[config.mk]
export PLATFORM = sky130hd
export DESIGN_NAME = scancode_to_ascii_with_fifo
export DESIGN_NICKNAME = d
export VERILOG_FILES = /design/src/scta_pkg.sv /design/src/scancode_to_ascii_with_fifo.sv /design/src/scta_ram.sv /design/src/scta_front.sv /design/src/scta_queue.sv /design/src/scta_back.sv
export SDC_FILE = /design/constraint.sdc
export NUM_CORES = 2
export LEC_CHECK = 0
export BUFFER_PORTS_ARGS = -buffer_cell sky130_fd_sc_hd__buf_2
export CAP_MARGIN = 20
export CORE_MARGIN = 3
export CORE_UTILIZATION = 52
export DETAILED_ROUTE_END_ITERATION = 10
export HOLD_SLACK_MARGIN = 0.08
export PLACE_DENSITY = 0.66
export SETUP_SLACK_MARGIN = 0.4
export SKIP_LAST_GASP = 1
export SYNTH_ARGS = -nofsm -noshare
export SYNTH_HDL_FRONTEND = slang
export SYNTH_SLANG_ARGS = --single-unit
[constraint.sdc]
create_clock -name clk -period 3.5 [get_ports clk]
set_clock_uncertainty 0.1 [all_clocks]
set_input_delay 0.7 -clock clk [delete_from_list [all_inputs] [get_ports clk]]
set_output_delay 0.7 -clock clk [all_outputs]
set_load 0.05 [all_outputs]
[src/scta_pkg.sv]
// Shared types, codes and scan code tables for the scan code to ASCII block.
// No dependencies; every other file in src but scta_ram imports this package.
package scta_pkg;

    typedef enum logic [1:0] {
        OP_SCAN  = 2'd0,
        OP_POP   = 2'd1,
        OP_CLEAR = 2'd2
    } op_t;

    typedef enum logic [1:0] {
        CMD_NONE  = 2'd0,
        CMD_PUSH  = 2'd1,
        CMD_POP   = 2'd2,
        CMD_CLEAR = 2'd3
    } cmd_kind_t;

    typedef struct packed {
        logic [1:0] operation;
        logic [7:0] scan_byte;
    } key_item_t;

    typedef struct packed {
        logic [6:0] char_out;
        logic [6:0] modifier_bits;
        logic       has_data;
        logic       dropped;
        logic       led_update;
        logic [2:0] led_bits;
    } res_item_t;

    // One classified beat handed from the front to the back.
    typedef struct packed {
        cmd_kind_t  kind;
        logic [6:0] ch;
        logic [6:0] mods;
        logic       led_update;
        logic [2:0] led_bits;
    } cmd_t;

    localparam logic [7:0] BYTE_PREFIX  = 8'hE0;
    localparam logic [6:0] KEY_LSHIFT   = 7'h2A;
    localparam logic [6:0] KEY_RSHIFT   = 7'h36;
    localparam logic [6:0] KEY_CTRL     = 7'h1D;
    localparam logic [6:0] KEY_ALT      = 7'h38;
    localparam logic [6:0] KEY_CAPS     = 7'h3A;

    localparam int MOD_LSHIFT = 0;
    localparam int MOD_RSHIFT = 1;
    localparam int MOD_LCTRL  = 2;
    localparam int MOD_RCTRL  = 3;
    localparam int MOD_LALT   = 4;
    localparam int MOD_RALT   = 5;
    localparam int MOD_CAPS   = 6;

    localparam logic [2:0] LED_CAPS_ON = 3'd4;
    localparam logic [6:0] CHAR_LOW_A  = 7'h61;
    localparam logic [6:0] CHAR_LOW_Z  = 7'h7A;

    // US QWERTY, unshifted
    function automatic logic [6:0] plain_char(input logic [6:0] key);
        logic [6:0] ch;
        case (key)
            7'h02: ch = 7'h31;  7'h03: ch = 7'h32;  7'h04: ch = 7'h33;  7'h05: ch = 7'h34;
            7'h06: ch = 7'h35;  7'h07: ch = 7'h36;  7'h08: ch = 7'h37;  7'h09: ch = 7'h38;
            7'h0A: ch = 7'h39;  7'h0B: ch = 7'h30;  7'h0C: ch = 7'h2D;  7'h0D: ch = 7'h3D;
            7'h0E: ch = 7'h08;  7'h0F: ch = 7'h09;
            7'h10: ch = 7'h71;  7'h11: ch = 7'h77;  7'h12: ch = 7'h65;  7'h13: ch = 7'h72;
            7'h14: ch = 7'h74;  7'h15: ch = 7'h79;  7'h16: ch = 7'h75;  7'h17: ch = 7'h69;
            7'h18: ch = 7'h6F;  7'h19: ch = 7'h70;  7'h1A: ch = 7'h5B;  7'h1B: ch = 7'h5D;
            7'h1C: ch = 7'h0A;  7'h1E: ch = 7'h61;  7'h1F: ch = 7'h73;
            7'h20: ch = 7'h64;  7'h21: ch = 7'h66;  7'h22: ch = 7'h67;  7'h23: ch = 7'h68;
            7'h24: ch = 7'h6A;  7'h25: ch = 7'h6B;  7'h26: ch = 7'h6C;  7'h27: ch = 7'h3B;
            7'h28: ch = 7'h27;  7'h29: ch = 7'h60;  7'h2B: ch = 7'h5C;  7'h2C: ch = 7'h7A;
            7'h2D: ch = 7'h78;  7'h2E: ch = 7'h63;  7'h2F: ch = 7'h76;
            7'h30: ch = 7'h62;  7'h31: ch = 7'h6E;  7'h32: ch = 7'h6D;  7'h33: ch = 7'h2C;
            7'h34: ch = 7'h2E;  7'h35: ch = 7'h2F;  7'h37: ch = 7'h2A;  7'h39: ch = 7'h20;
            7'h47: ch = 7'h37;  7'h48: ch = 7'h38;  7'h49: ch = 7'h39;  7'h4A: ch = 7'h2D;
            7'h4B: ch = 7'h34;  7'h4C: ch = 7'h35;  7'h4D: ch = 7'h36;  7'h4E: ch = 7'h2B;
            7'h4F: ch = 7'h31;  7'h50: ch = 7'h32;  7'h51: ch = 7'h33;  7'h52: ch = 7'h30;
            7'h53: ch = 7'h2E;
            default: ch = 7'h00;
        endcase
        return ch;
    endfunction

    // US QWERTY, shifted
    function automatic logic [6:0] shifted_char(input logic [6:0] key);
        logic [6:0] ch;
        case (key)
            7'h02: ch = 7'h21;  7'h03: ch = 7'h40;  7'h04: ch = 7'h23;  7'h05: ch = 7'h24;
            7'h06: ch = 7'h25;  7'h07: ch = 7'h5E;  7'h08: ch = 7'h26;  7'h09: ch = 7'h2A;
            7'h0A: ch = 7'h28;  7'h0B: ch = 7'h29;  7'h0C: ch = 7'h5F;  7'h0D: ch = 7'h2B;
            7'h0E: ch = 7'h08;  7'h0F: ch = 7'h09;
            7'h10: ch = 7'h51;  7'h11: ch = 7'h57;  7'h12: ch = 7'h45;  7'h13: ch = 7'h52;
            7'h14: ch = 7'h54;  7'h15: ch = 7'h59;  7'h16: ch = 7'h55;  7'h17: ch = 7'h49;
            7'h18: ch = 7'h4F;  7'h19: ch = 7'h50;  7'h1A: ch = 7'h7B;  7'h1B: ch = 7'h7D;
            7'h1C: ch = 7'h0A;  7'h1E: ch = 7'h41;  7'h1F: ch = 7'h53;
            7'h20: ch = 7'h44;  7'h21: ch = 7'h46;  7'h22: ch = 7'h47;  7'h23: ch = 7'h48;
            7'h24: ch = 7'h4A;  7'h25: ch = 7'h4B;  7'h26: ch = 7'h4C;  7'h27: ch = 7'h3A;
            7'h28: ch = 7'h22;  7'h29: ch = 7'h7E;  7'h2B: ch = 7'h7C;  7'h2C: ch = 7'h5A;
            7'h2D: ch = 7'h58;  7'h2E: ch = 7'h43;  7'h2F: ch = 7'h56;
            7'h30: ch = 7'h42;  7'h31: ch = 7'h4E;  7'h32: ch = 7'h4D;  7'h33: ch = 7'h3C;
            7'h34: ch = 7'h3E;  7'h35: ch = 7'h3F;  7'h37: ch = 7'h2A;  7'h39: ch = 7'h20;
            7'h47: ch = 7'h37;  7'h48: ch = 7'h38;  7'h49: ch = 7'h39;  7'h4A: ch = 7'h2D;
            7'h4B: ch = 7'h34;  7'h4C: ch = 7'h35;  7'h4D: ch = 7'h36;  7'h4E: ch = 7'h2B;
            7'h4F: ch = 7'h31;  7'h50: ch = 7'h32;  7'h51: ch = 7'h33;  7'h52: ch = 7'h30;
            7'h53: ch = 7'h2E;
            default: ch = 7'h00;
        endcase
        return ch;
    endfunction

endpackage

[src/scancode_to_ascii_with_fifo.sv]
// Set 1 scan code to ASCII decoder with a character ring buffer. Each key beat
// is a scan byte, a pop or a clear; every accepted beat yields exactly one
// result beat. Throughput is one beat per clock unless res_stall holds it;
// an accepted beat passes the front-to-back command queue, then the result
// register that also holds the registered RAM read. The buffer
// holds FIFO_DEPTH-1 characters in one RAM with one write and one read port;
// a push into a full buffer is discarded and flagged. The RAM is not cleared
// after reset, so the block takes beats from the first cycle out of reset.
// Depends on scta_pkg, scta_front, scta_queue, scta_back, scta_ram.
module scancode_to_ascii_with_fifo #(
    parameter int FIFO_DEPTH = 256
) (
    input  logic                clk,
    input  logic                rst_n,
    input  logic                key_valid,
    output logic                key_stall,
    input  scta_pkg::key_item_t key_item,
    output logic                res_valid,
    input  logic                res_stall,
    output scta_pkg::res_item_t res_item
);
    import scta_pkg::*;

    cmd_t front_cmd;
    cmd_t head;
    logic q_full;
    logic head_valid;
    logic accept;
    logic take;

    assign key_stall = q_full;
    assign accept    = key_valid && !q_full;

    scta_front u_front (
        .clk   (clk),
        .rst_n (rst_n),
        .take  (accept),
        .item  (key_item),
        .cmd   (front_cmd)
    );

    scta_queue u_queue (
        .clk        (clk),
        .rst_n      (rst_n),
        .push       (accept),
        .push_data  (front_cmd),
        .full       (q_full),
        .pop        (take),
        .head_valid (head_valid),
        .head       (head)
    );

    scta_back #(
        .FIFO_DEPTH (FIFO_DEPTH)
    ) u_back (
        .clk        (clk),
        .rst_n      (rst_n),
        .head_valid (head_valid),
        .head       (head),
        .take       (take),
        .res_valid  (res_valid),
        .res_stall  (res_stall),
        .res_item   (res_item)
    );

    // a drop only happens on a full buffer, which cannot read as empty
    assert property (@(posedge clk) disable iff (!rst_n)
        res_valid && res_item.dropped |-> res_item.has_data)
        else $error("dropped beat reports an empty buffer");

    assert property (@(posedge clk) disable iff (!rst_n)
        res_valid && !res_item.led_update |-> res_item.led_bits == 3'd0)
        else $error("led bits set without an led update");

    assert property (@(posedge clk) disable iff (!rst_n)
        res_valid && res_item.led_update
            |-> (res_item.led_bits == LED_CAPS_ON) == res_item.modifier_bits[MOD_CAPS])
        else $error("led bits disagree with caps lock state");

    // a popped character comes with no drop and no led request
    assert property (@(posedge clk) disable iff (!rst_n)
        res_valid && res_item.char_out != 7'h00
            |-> !res_item.dropped && !res_item.led_update)
        else $error("pop beat carries decode flags");

endmodule

[src/scta_ram.sv]
// Generic single write port, single read port RAM with registered read data.
// No dependencies.
module scta_ram #(
    parameter int WIDTH = 7,
    parameter int DEPTH = 256
) (
    input  logic                     clk,
    input  logic                     we,
    input  logic [$clog2(DEPTH)-1:0] waddr,
    input  logic [WIDTH-1:0]         wdata,
    input  logic                     re,
    input  logic [$clog2(DEPTH)-1:0] raddr,
    output logic [WIDTH-1:0]         rdata
);

    logic [WIDTH-1:0] mem_reg [DEPTH];
    logic [WIDTH-1:0] rdata_reg;

    always_ff @(posedge clk)
    begin
        if (we)
        begin
            mem_reg[waddr] <= wdata;
        end
        if (re)
        begin
            rdata_reg <= mem_reg[raddr];
        end
    end

    assign rdata = rdata_reg;

endmodule

[src/scta_front.sv]
// Front end: decodes scan bytes, tracks modifiers and the extended prefix,
// and classifies each accepted beat into a command. Depends on scta_pkg.
module scta_front (
    input  logic              clk,
    input  logic              rst_n,
    input  logic              take,
    input  scta_pkg::key_item_t item,
    output scta_pkg::cmd_t    cmd
);
    import scta_pkg::*;

    logic [6:0] mods_reg;
    logic [6:0] mods_next;
    logic       prefix_reg;
    logic       prefix_next;

    logic       release_key;
    logic [6:0] key;
    logic       handled;
    logic       shift;
    logic [6:0] plain;
    logic [6:0] ch;
    logic       led;

    assign release_key = item.scan_byte[7];
    assign key         = item.scan_byte[6:0];
    assign plain       = plain_char(key);

    always_comb
    begin
        shift = mods_reg[MOD_LSHIFT] | mods_reg[MOD_RSHIFT];
        if (plain >= CHAR_LOW_A && plain <= CHAR_LOW_Z && mods_reg[MOD_CAPS])
        begin
            shift = !shift;
        end
        ch = shift ? shifted_char(key) : plain;
    end

    always_comb
    begin
        mods_next   = mods_reg;
        prefix_next = prefix_reg;
        handled     = 1'b1;
        led         = 1'b0;
        cmd         = '0;
        cmd.kind    = CMD_NONE;
        case (item.operation)
            OP_SCAN:
            begin
                if (item.scan_byte == BYTE_PREFIX)
                begin
                    prefix_next = 1'b1;
                end
                else
                begin
                    prefix_next = 1'b0;
                    if (!prefix_reg)
                    begin
                        case (key)
                            KEY_LSHIFT: mods_next[MOD_LSHIFT] = !release_key;
                            KEY_RSHIFT: mods_next[MOD_RSHIFT] = !release_key;
                            KEY_CTRL:   mods_next[MOD_LCTRL]  = !release_key;
                            KEY_ALT:    mods_next[MOD_LALT]   = !release_key;
                            KEY_CAPS:
                            begin
                                if (!release_key)
                                begin
                                    mods_next[MOD_CAPS] = !mods_reg[MOD_CAPS];
                                    led                 = 1'b1;
                                end
                            end
                            default: handled = 1'b0;
                        endcase
                    end
                    else
                    begin
                        case (key)
                            KEY_CTRL: mods_next[MOD_RCTRL] = !release_key;
                            KEY_ALT:  mods_next[MOD_RALT]  = !release_key;
                            default:  handled = 1'b0;
                        endcase
                    end
                    // unmapped keys look up as zero and produce nothing
                    if (!handled && !release_key && ch != 7'h00)
                    begin
                        cmd.kind = CMD_PUSH;
                        cmd.ch   = ch;
                    end
                end
            end
            OP_POP:   cmd.kind = CMD_POP;
            OP_CLEAR: cmd.kind = CMD_CLEAR;
            default:  cmd.kind = CMD_NONE;
        endcase
        cmd.mods       = mods_next;
        cmd.led_update = led;
        cmd.led_bits   = (led && mods_next[MOD_CAPS]) ? LED_CAPS_ON : 3'd0;
    end

    always_ff @(posedge clk or negedge rst_n)
    begin
        if (!rst_n)
        begin
            mods_reg   <= '0;
            prefix_reg <= 1'b0;
        end
        else if (take)
        begin
            mods_reg   <= mods_next;
            prefix_reg <= prefix_next;
        end
    end

endmodule

[src/scta_queue.sv]
// Two-entry command queue between front and back ends.
// Depends on scta_pkg.
module scta_queue (
    input  logic           clk,
    input  logic           rst_n,
    input  logic           push,
    input  scta_pkg::cmd_t push_data,
    output logic           full,
    input  logic           pop,
    output logic           head_valid,
    output scta_pkg::cmd_t head
);
    import scta_pkg::*;

    localparam int SLOTS = 2;

    cmd_t       slot_reg [SLOTS];
    logic       wptr_reg;
    logic       wptr_next;
    logic       rptr_reg;
    logic       rptr_next;
    logic [1:0] count_reg;
    logic [1:0] count_next;

    assign full       = (count_reg == 2'(SLOTS));
    assign head_valid = (count_reg != 2'd0);
    assign head       = slot_reg[rptr_reg];

    always_comb
    begin
        wptr_next  = push ? !wptr_reg : wptr_reg;
        rptr_next  = pop ? !rptr_reg : rptr_reg;
        count_next = count_reg;
        if (push && !pop)
        begin
            count_next = count_reg + 2'd1;
        end
        else if (pop && !push)
        begin
            count_next = count_reg - 2'd1;
        end
    end

    always_ff @(posedge clk)
    begin
        if (push)
        begin
            slot_reg[wptr_reg] <= push_data;
        end
    end

    always_ff @(posedge clk or negedge rst_n)
    begin
        if (!rst_n)
        begin
            wptr_reg  <= 1'b0;
            rptr_reg  <= 1'b0;
            count_reg <= '0;
        end
        else
        begin
            wptr_reg  <= wptr_next;
            rptr_reg  <= rptr_next;
            count_reg <= count_next;
        end
    end

endmodule

[src/scta_back.sv]
// Back end: character ring buffer (indices plus RAM) and the result register.
// Depends on scta_pkg and scta_ram.
module scta_back #(
    parameter int FIFO_DEPTH = 256
) (
    input  logic                clk,
    input  logic                rst_n,
    input  logic                head_valid,
    input  scta_pkg::cmd_t      head,
    output logic                take,
    output logic                res_valid,
    input  logic                res_stall,
    output scta_pkg::res_item_t res_item
);
    import scta_pkg::*;

    localparam int IDX_W = $clog2(FIFO_DEPTH);
    localparam logic [IDX_W-1:0] LAST_IDX = IDX_W'(FIFO_DEPTH - 1);

    logic [IDX_W-1:0] rd_reg;
    logic [IDX_W-1:0] rd_next;
    logic [IDX_W-1:0] wr_reg;
    logic [IDX_W-1:0] wr_next;
    logic [IDX_W-1:0] rd_inc;
    logic [IDX_W-1:0] wr_inc;

    logic       valid_reg;
    logic       pop_hit_reg;
    logic       pop_hit;
    res_item_t  res_reg;
    res_item_t  res_next;
    logic       advance;
    logic       we;
    logic       re;
    logic [6:0] rdata;

    // the result register frees up when empty or when its beat leaves
    assign advance = !valid_reg || !res_stall;
    assign take    = head_valid && advance;

    assign rd_inc = (rd_reg == LAST_IDX) ? '0 : rd_reg + 1'b1;
    assign wr_inc = (wr_reg == LAST_IDX) ? '0 : wr_reg + 1'b1;

    always_comb
    begin
        rd_next  = rd_reg;
        wr_next  = wr_reg;
        we       = 1'b0;
        re       = 1'b0;
        pop_hit  = 1'b0;
        res_next = '0;
        case (head.kind)
            CMD_PUSH:
            begin
                if (wr_inc == rd_reg)
                begin
                    res_next.dropped = 1'b1;
                end
                else
                begin
                    we      = take;
                    wr_next = wr_inc;
                end
            end
            CMD_POP:
            begin
                if (rd_reg != wr_reg)
                begin
                    re      = take;
                    pop_hit = 1'b1;
                    rd_next = rd_inc;
                end
            end
            CMD_CLEAR:
            begin
                rd_next = '0;
                wr_next = '0;
            end
            default:
            begin
            end
        endcase
        res_next.modifier_bits = head.mods;
        res_next.has_data      = (rd_next != wr_next);
        res_next.led_update    = head.led_update;
        res_next.led_bits      = head.led_bits;
    end

    scta_ram #(
        .WIDTH (7),
        .DEPTH (FIFO_DEPTH)
    ) u_store (
        .clk   (clk),
        .we    (we),
        .waddr (wr_reg),
        .wdata (head.ch),
        .re    (re),
        .raddr (rd_reg),
        .rdata (rdata)
    );

    always_ff @(posedge clk or negedge rst_n)
    begin
        if (!rst_n)
        begin
            rd_reg      <= '0;
            wr_reg      <= '0;
            valid_reg   <= 1'b0;
            pop_hit_reg <= 1'b0;
        end
        else if (advance)
        begin
            valid_reg <= head_valid;
            if (head_valid)
            begin
                rd_reg      <= rd_next;
                wr_reg      <= wr_next;
                pop_hit_reg <= pop_hit;
            end
        end
    end

    always_ff @(posedge clk)
    begin
        if (take)
        begin
            res_reg <= res_next;
        end
    end

    // merge the registered RAM read into the held result beat
    always_comb
    begin
        res_item = res_reg;
        if (!pop_hit_reg)
        begin
            res_item.char_out = 7'h00;
        end
        else
        begin
            res_item.char_out = rdata;
        end
    end

    assign res_valid = valid_reg;

endmodule

==> metrics <==
Max Buffers Root-to-Sink 3; crit path time final 3.54 ns; Clk Latency, worst-skew pair just over 0.8 ns; Antenna Nets Post-Route 0; Mapped Area ~75000 um2; max-slew headroom at the worst pin 24.7%; Hold Path Origin key_item[8]; Initial Utilization a little over half; post-synth top area share 73.6%; number of buffers added on ports 33; Cell Pwr Density 735 nW/um2; max FFs per register 1792; outcome finished with violations; Worst Hold Margin 0.167 ns; endpoints failing setup 5; Core Region roughly 140000 um2; LEAKAGE 28.9 nW; Metal-1 WL approximately 75000 um; most numerous cell in the Yosys netlist edfxtp_1; initial antenna violation count 3; fmax 0.282 GHz; number of cell rows about 140; Die Wd 386 um; Async S/R FF share, synth 1.60%; PnR worst setup slack -0.0429 ns; Syn-to-layout area delta 21.0%; dpl ws -0.186 ns; power consumption 0.0670 W; Post-synth top cells edfxtp_1 (1846), mux4_2 (581), nor2_1 (314); Slew Limit Fails 0; register area share after synthesis 74.6%; # H-tree levels 4; iteration-0 DRC count of the detailed router between 4000 and 5000; Syn Area/Cell 21.0 um2; metal3 WL 15700 um; reg2reg start u_back.rd_reg[0]; RSZ-0062 raised after global routing yes; Post-synth EDFFs 1846; CTS Sinks around 1900; DR vias ~40000; #FFs+latches synth 1876; total of max-cap violations 0; Critical Path Start Type flip-flop; GP Congestion 0.938; via/cell ratio 6.20; pin count of the biggest net entering global routing 170; top cell type by total area after synthesis edfxtp_1; met2 wire len slightly below 90000 um; crit-path max FO 8; dominant cells by area after synthesis edfxtp_1 (74%), mux4_2 (17%), nor2_1 (1.6%); IR drop worst, VDD ~520 uV; WP data required 3.95 ns; share of cells above drive strength 1 41.1%; first-pass GRT wire length 270000 um; count of final hold-check violations 0; Critical R2R Capture u_back.u_store.rdata[3]; die area between 100000 and 150000 um2; TritonCTS Buffers 188; post-route clock period utilization 101%; aggregate global routing overflow 0; final wirelength 183000 um; Tot GR Track Use 24.5%; DRT Pass-1 Iters 7; FILL cells 9488; Worst Hold Class input pin to flip-flop; nets 4261; Setup Crit Path Kind flip-flop to flip-flop; prevailing post-synth register cell edfxtp_1; post-synthesis cell count 3582; Final Core Density 63.9%; Distinct cells, synth 73; TritonCTS clock tree built; die height roughly 390 um; vias in the first global route 39000; Worst-Margin Slew roughly 1.1 ns; Worst Setup End Kind flip-flop; Worst-path clk slew 0.06 ns; top layer in use met5; WHS Path Cells 2; Worst EP arrival 3.99 ns; residual DRC count 0; Hold EP u_queue.slot_reg[0][18]; FF-to-FF path depth 8; Syn. warnings 0; DP HPWL around 110000 um; root buffer cell clkbuf_16; routed length per instance 29.2 um; total negative setup slack -0.103 ns; I/O Pins 36; flop-to-flop setup slack -0.04 ns; violated checks negative setup slack
cell usage in the layout (no fill, tap or decap), types with 8 or more instances in the layout:
cell	netlist	layout
buf_4	4	439
nor3_1	21	17
xor2_1	9	9
edfxtp_1	1846	1846
clkbuf_1	117	45
nand2b_1	8	8
a21oi_1	48	40
dfrtp_1	30	20
buf_16	0	18
a31oi_1	15	12
bufinv_16	0	12
nand2_1	89	71
nand4_1	9	9
buf_2	78	33
o21ai_0	49	42
clkinv_1	2	48
nor2_4	0	99
mux4_2	581	581
nand3_1	26	15
and2_1	14	13
a211oi_1	21	14
mux2i_1	20	18
clkinv_2	0	30
nor2_2	0	57
nand2_2	0	14
inv_1	19	15
xnor2_1	15	15
buf_6	2	113
nor2b_1	36	34
nor2_1	314	158
buf_12	0	60
o31ai_1	17	15
ha_1	19	12
clkbuf_16	0	200
mux2_2	22	13
metrics by stage:
step / area (um2) / std cells
global placement: 82100 / 5840
global route: 91100 / 6277
finish: 91100 / 6278
CTS: 89600 / 6232
detailed placement: 82100 / 5840
floorplan: 75500 / 3583
routing by layer:
layer	track usage, %	vias up
met5	0	-
met4	6.76	4
met3	4.19	276
met2	38.1	1729
met1	36.7	20600
li1	-	16300
worst max-delay path: stages (launching register included):
cell and delay, ns:
dfrtp_4 0.49, buf_12 0.16, buf_12 0.13, buf_16 0.14
bufbuf_16 0.27, mux4_2 0.43, mux4_2 0.48, mux4_2 0.58
mux4_2 0.48
worst max-delay path by stage:
stage                     start                           end  slack, ns
2_1_floorplan  u_queue.rptr_reg  u_back.u_store.mem_reg[0][0]      -0.15
3_5_place_dp        key_item[0]       u_queue.slot_reg[0][13]      -0.19
6_report       u_back.rd_reg[0]       u_back.u_store.rdata[3]      -0.04
4_1_cts        u_back.rd_reg[0]       u_back.u_store.rdata[0]     -0.005
3_3_place_gp        key_item[0]       u_queue.slot_reg[0][13]      -0.27
5_1_grt        u_back.rd_reg[0]       u_back.u_store.rdata[3]      -0.07
cell type report:
| class | count | area [um2] | area share, % |
|---|---|---|---|
| diodes | 1 | 2.50 | 0.00275 |
| multi-input cells | 1460 | 19700 | 21.6 |
| clock buffers | 238 | 4980 | 5.46 |
| flip-flops and latches | 1876 | 56200 | 61.7 |
| inverters | 21 | 91.3 | 0.100 |
| repair buffers | 681 | 6790 | 7.45 |
| well taps | 1890 | 2360 | 2.60 |
| clock inverters | 111 | 1030 | 1.13 |
cells by family (layout without fill, tap and decap cells):
family	count (synthesis)	count (layout)	synth area share, %
xor gates and xnor gates	24	24	0.279
and+or+nand+nor	567	567	3.39
muxes	623	623	18.0
buffers and inverters	247	1051	1.40
DFF	1876	1876	74.6
other	1	3	0.00498
adders and majority gates	19	19	0.316
AOI/OAI and AO/OA	225	225	1.99
report_power, final:
group          internal, W  switching [W]
clock               0.0110        0.00849
combinational      0.00826         0.0111
sequential          0.0280       0.000194
total               0.0472         0.0198
timing repair:
action                                   CTS  global route
hold buffers                               2             0
buffers inserted                          31            34
resized for setup                        246           254
endpoints found under the setup margin  1800          1759
cloned                                    10            10
endpoints found under the hold margin     31             0
pin swaps                                  7            33
No activity file was read; power rests on OpenSTA's default activity.
